`config.mk`:
```
export PLATFORM = sky130hd
export DESIGN_NAME = tccb_fifo
export DESIGN_NICKNAME = d
export VERILOG_FILES = /design/src/rtl/tccb_fifo.sv
export SDC_FILE = /design/constraint.sdc
export NUM_CORES = 1
export LEC_CHECK = 0
export BUFFER_PORTS_ARGS = -buffer_cell sky130_fd_sc_hd__buf_2
export CAP_MARGIN = 15
export CORE_MARGIN = 5
export CORE_UTILIZATION = 50
export CTS_BUF_LIST = sky130_fd_sc_hd__clkbuf_4 sky130_fd_sc_hd__clkbuf_8 sky130_fd_sc_hd__clkbuf_16
export CTS_CLUSTER_SIZE = 24
export DETAILED_ROUTE_END_ITERATION = 10
export PLACE_DENSITY = 0.73
export SETUP_SLACK_MARGIN = 0.5
export SLEW_MARGIN = 20
export SYNTH_ARGS = -nofsm -noshare
export SYNTH_HDL_FRONTEND = slang
export SYNTH_SLANG_ARGS = --single-unit
export TNS_END_PERCENT = 100
```
`constraint.sdc`:
```
create_clock -name clk_i -period 1.9 [get_ports clk_i]
set_input_delay 0.19 -clock clk_i [delete_from_list [all_inputs] [get_ports clk_i]]
set_output_delay 0.19 -clock clk_i [all_outputs]
set_load 0.02 [all_outputs]
```
`src/rtl/tccb_fifo.sv`:
```
// Small first-in first-out queue built from flip-flops.
// Used between the front and back pipelines and on the result side.
// Depends on nothing.
module tccb_fifo #(
  parameter int unsigned Width = 8,
  parameter int unsigned Depth = 32
) (
  input  logic             clk_i,
  input  logic             rst_ni,
  input  logic             push_i,
  input  logic [Width-1:0] wdata_i,
  input  logic             pop_i,
  output logic [Width-1:0] rdata_o,
  output logic             empty_o
);

  localparam int unsigned AddrW = (Depth > 1) ? $clog2(Depth) : 1;

  logic [Width-1:0] mem_q [Depth];
  logic [AddrW:0]   wr_ptr_q, wr_ptr_d;
  logic [AddrW:0]   rd_ptr_q, rd_ptr_d;

  // Pointer update; the extra bit separates full from empty.
  assign wr_ptr_d = push_i ? wr_ptr_q + 1'b1 : wr_ptr_q;
  assign rd_ptr_d = (pop_i && !empty_o) ? rd_ptr_q + 1'b1 : rd_ptr_q;
  assign empty_o  = (wr_ptr_q == rd_ptr_q);
  assign rdata_o  = mem_q[rd_ptr_q[AddrW-1:0]];

  always_ff @(posedge clk_i or negedge rst_ni) begin
    if (!rst_ni) begin
      wr_ptr_q <= '0;
      rd_ptr_q <= '0;
    end else begin
      wr_ptr_q <= wr_ptr_d;
      rd_ptr_q <= rd_ptr_d;
    end
  end

  // Storage needs no reset.
  always_ff @(posedge clk_i) begin
    if (push_i) begin
      mem_q[wr_ptr_q[AddrW-1:0]] <= wdata_i;
    end
  end

endmodule

```
==> impl_metrics.tcl <==
set metrics [dict create \
    dieHeight_um 155.7 \
    ant_nets 0 \
    reg2reg_depth 6 \
    drv_cap 0 \
    finalSetupTns_ns -6.775 \
    gr-usage-met1_pct 27.93 \
    worstSetupPathType "register to output port" \
    vias_per_cell 5.959 \
    whs_ns 0.07330 \
    critical-path-slowest-cell "mux4_2" \
    syn_to_final_growth_pct 32.28 \
    critPathLaunchType "register" \
    ir_drop_uv 928.8 \
    post-place-ws_ns -0.3699 \
    violations "negative setup slack" \
    drt_first_pass_iters 4 \
    std_cell_rows 53 \
    r2r_end "rd_ptr_q[1]" \
    critical_path_peak_fanout 7 \
    fillers 1312 \
    clockBufferDepth 3 \
    die-area_sq_mm 0.02425 \
    drive_gt1_share_pct 47.86 \
    gp_congestion 0.8067 \
    htreeDepth 1 \
    fin_crit_ns 2.710 \
    p_sw_mw 7.074 \
    max_slew_margin_pct 53.53 \
    async_reset_ff_share_pct 4.478 \
    syn_area_sq_mm 0.01062 \
    grt_use_met3_pct 3.135 \
    cp_top_family "compound AO/OA/AOI/OAI gates" \
    worst_slack_ns -0.8101 \
    io_buffers 20 \
    power_mw 21.55 \
    drt_iter0_drc 469 \
    path_cells "buf_12 -> mux4_2 -> a22o_4 -> a2111oi_4 -> buf_4 -> a21oi_2 -> buf_6" \
    synth_cell_types 41 \
    grt_max_degree 33 \
    grt_setup_unrepaired "true" \
    powerDensity_mw_per_mm2 1534 \
    max_stage_delay_ns 0.51 \
    dpl.hpwl_um 15140 \
    power_leakage_nw 4.689 \
    worst-path-buf-inv 3 \
    avgSynthCellArea_sq_um 19.70 \
    outcome "finished with violations" \
    nets 700 \
    yosysSeqAreaShare_pct 75.21 \
    grtUsageMet2_pct 34.99 \
    hold_path.class "primary input to asynchronous set/reset pin" \
    ff2ff_setup_slack_ns 0.01 \
    grt_antenna_before_repair 0 \
    core_sq_mm 0.02096 \
    fmax_mhz 369.0 \
    grt_pass1_wl_um 37120 \
    finalCritPeriodShare_pct 142.6 \
    finalInstanceArea_sq_mm 0.01405 \
    totalWireLength_um 25310 \
    setup_violations 9 \
    end_kind "output port" \
    synthCells 539 \
    overflow 0 \
    crit_start "rd_ptr_q[0]" \
    r2r-start "rd_ptr_q[2]" \
    antenna_cells 0 \
    cp_data_arrival_time_ns 2.52 \
    place_area_sq_mm 0.01207 \
    grt_pass1_vias 6090 \
    comb_power_share_pct 41.9 \
    tightestPinTransition_ns 0.6971 \
    busiest_layer "met2" \
    syn_nets 556 \
    clkTransAtPathRegs_ns 0.07 \
    synth_warnings 0 \
    switching_share_pct 32.83 \
    numCtsBuffers 27 \
    cts-root-buf "clkbuf_16" \
    detail_route.wl_per_cell_um 25.91 \
    route.detailed.drc 0 \
    hold_viol 0 \
    tritoncts "done" \
    ios 21 \
    synthFlopType "edfxtp_1" \
    required_ns 1.71 \
    cts_sinks 268 \
    seqPwrFrac_pct 34.2 \
    pwr-share-clk_pct 23.9 \
    clock_skew_ns 0.01749 \
    maxSlewViolCount 0 \
    ys_seq_elements 268 \
    start_util_pct 50.68 \
    vias 5822 \
    p_int_mw 14.48 \
    track_usage_pct 20.84 \
    synth_edf_count 256 \
    clkLatencyLatePin_ns 0.54 \
    fp.dieW_um 155.7 \
]
cell usage after synthesis, types with 8 or more instances:
| cell | instances | area, sq um |
|---|---|---|
| edfxtp_1 | 256 | 7687 |
| nor2_1 | 26 | 97.59 |
| xor2_1 | 12 | 105.1 |
| a22oi_1 | 9 | 67.56 |
| nand2_1 | 13 | 48.80 |
| nor3_1 | 11 | 55.05 |
| o221ai_1 | 8 | 70.07 |
| buf_2 | 13 | 65.06 |
| clkbuf_1 | 8 | 30.03 |
| mux2i_1 | 32 | 320.3 |
| dfrtp_1 | 12 | 300.3 |
| a21oi_1 | 17 | 85.08 |
| mux4_2 | 45 | 1013 |
cells by family after synthesis:
family	count (synthesis)	share of synthesized area, %
fa+ha+maj	5	0.5891
xor+xnor	14	1.155
compound gates	64	4.489
mux	81	13.27
simple gates	71	3.264
buf+inv	36	2.026
flops	268	75.21
state kept, by name, indices dropped and copies added (netlist names):
| register | flops |
|---|---|
| mem_q | 256 |
| rd_ptr_q | 6 |
| wr_ptr_q | 6 |
power by group through the flow:
stage | Clock, mW | Sequential [mW] | Combinational (mW)
2_1_floorplan | 0 | 7.21 | 5.14
3_3_place_gp | 0 | 7.43 | 7.09
3_5_place_dp | 0 | 7.46 | 7.23
4_1_cts | 5.22 | 7.33 | 8.63
5_1_grt | 5.49 | 7.40 | 9.46
6_report | 5.16 | 7.36 | 9.04
metal layers:
metal / vias to the layer above / routed length (um)
li1: 2506 / -
met1: 3028 / 9808
met2: 234 / 12860
met3: 54 / 1653
met4: 0 / 986
met5: - / 0
worst max path at each step:
stage                 endpoint  slack [ns]  cells past startpoint
floorplan           rdata_o[0]        0.01                      5
CTS                 rdata_o[2]       -0.82                      6
global placement    rdata_o[6]       -0.33                      6
finish              rdata_o[7]       -0.81                      7
global route        rdata_o[4]       -0.88                      6
detailed placement  rdata_o[5]       -0.37                      7
timing repair:
item | CTS | global route
resized for setup | 71 | 25
pin swaps | 34 | 19
hold endpoints to repair | 12 | 0
endpoints found under the setup margin | 271 | 272
cloned | 2 | 1
buffers inserted | 46 | 4
hold buffers | 1 | 0
final cells by class:
| cell class | count | area (sq um) | share of cell area (%) |
|---|---|---|---|
| Clock buffer | 32 | 713.2 | 5.077 |
| Multi-Input combinational cell | 235 | 3208 | 22.84 |
| Sequential cell | 268 | 8003 | 56.96 |
| Clock inverter | 16 | 147.6 | 1.051 |
| Timing Repair Buffer | 146 | 1609 | 11.45 |
| Inverter | 5 | 23.77 | 0.1692 |
| Tap cell | 275 | 344.1 | 2.449 |
worst reg2reg max path, delay by kind of cell (launching register included):
family	cells	cell delay, ns
XOR/XNOR	1	0.16
flip-flops	1	0.55
AND/OR/NAND/NOR	1	0.32
AO/OA/AOI/OAI	1	0.07
multiplexers	1	0.27
buffers and inverters	2	0.39
placed cells by master (no fill, tap or decap), types with 10 or more instances in the layout:
| cell type | count |
|---|---|
| buf_12 | 27 |
| buf_2 | 13 |
| buf_4 | 67 |
| buf_6 | 32 |
| clkbuf_16 | 28 |
| edfxtp_1 | 256 |
| mux2i_1 | 25 |
| mux4_2 | 46 |
| nor2_4 | 22 |
| nor3_4 | 11 |
| xor2_1 | 10 |
metrics by stage:
step | utilization (%) | std cells
global route | 67.04 | 977
CTS | 66.20 | 972
floorplan | - | 539
finish | 67.04 | 977
detailed placement | 57.60 | 875
global placement | 57.60 | 875
Note: power is estimated with default switching activity, not from simulation.
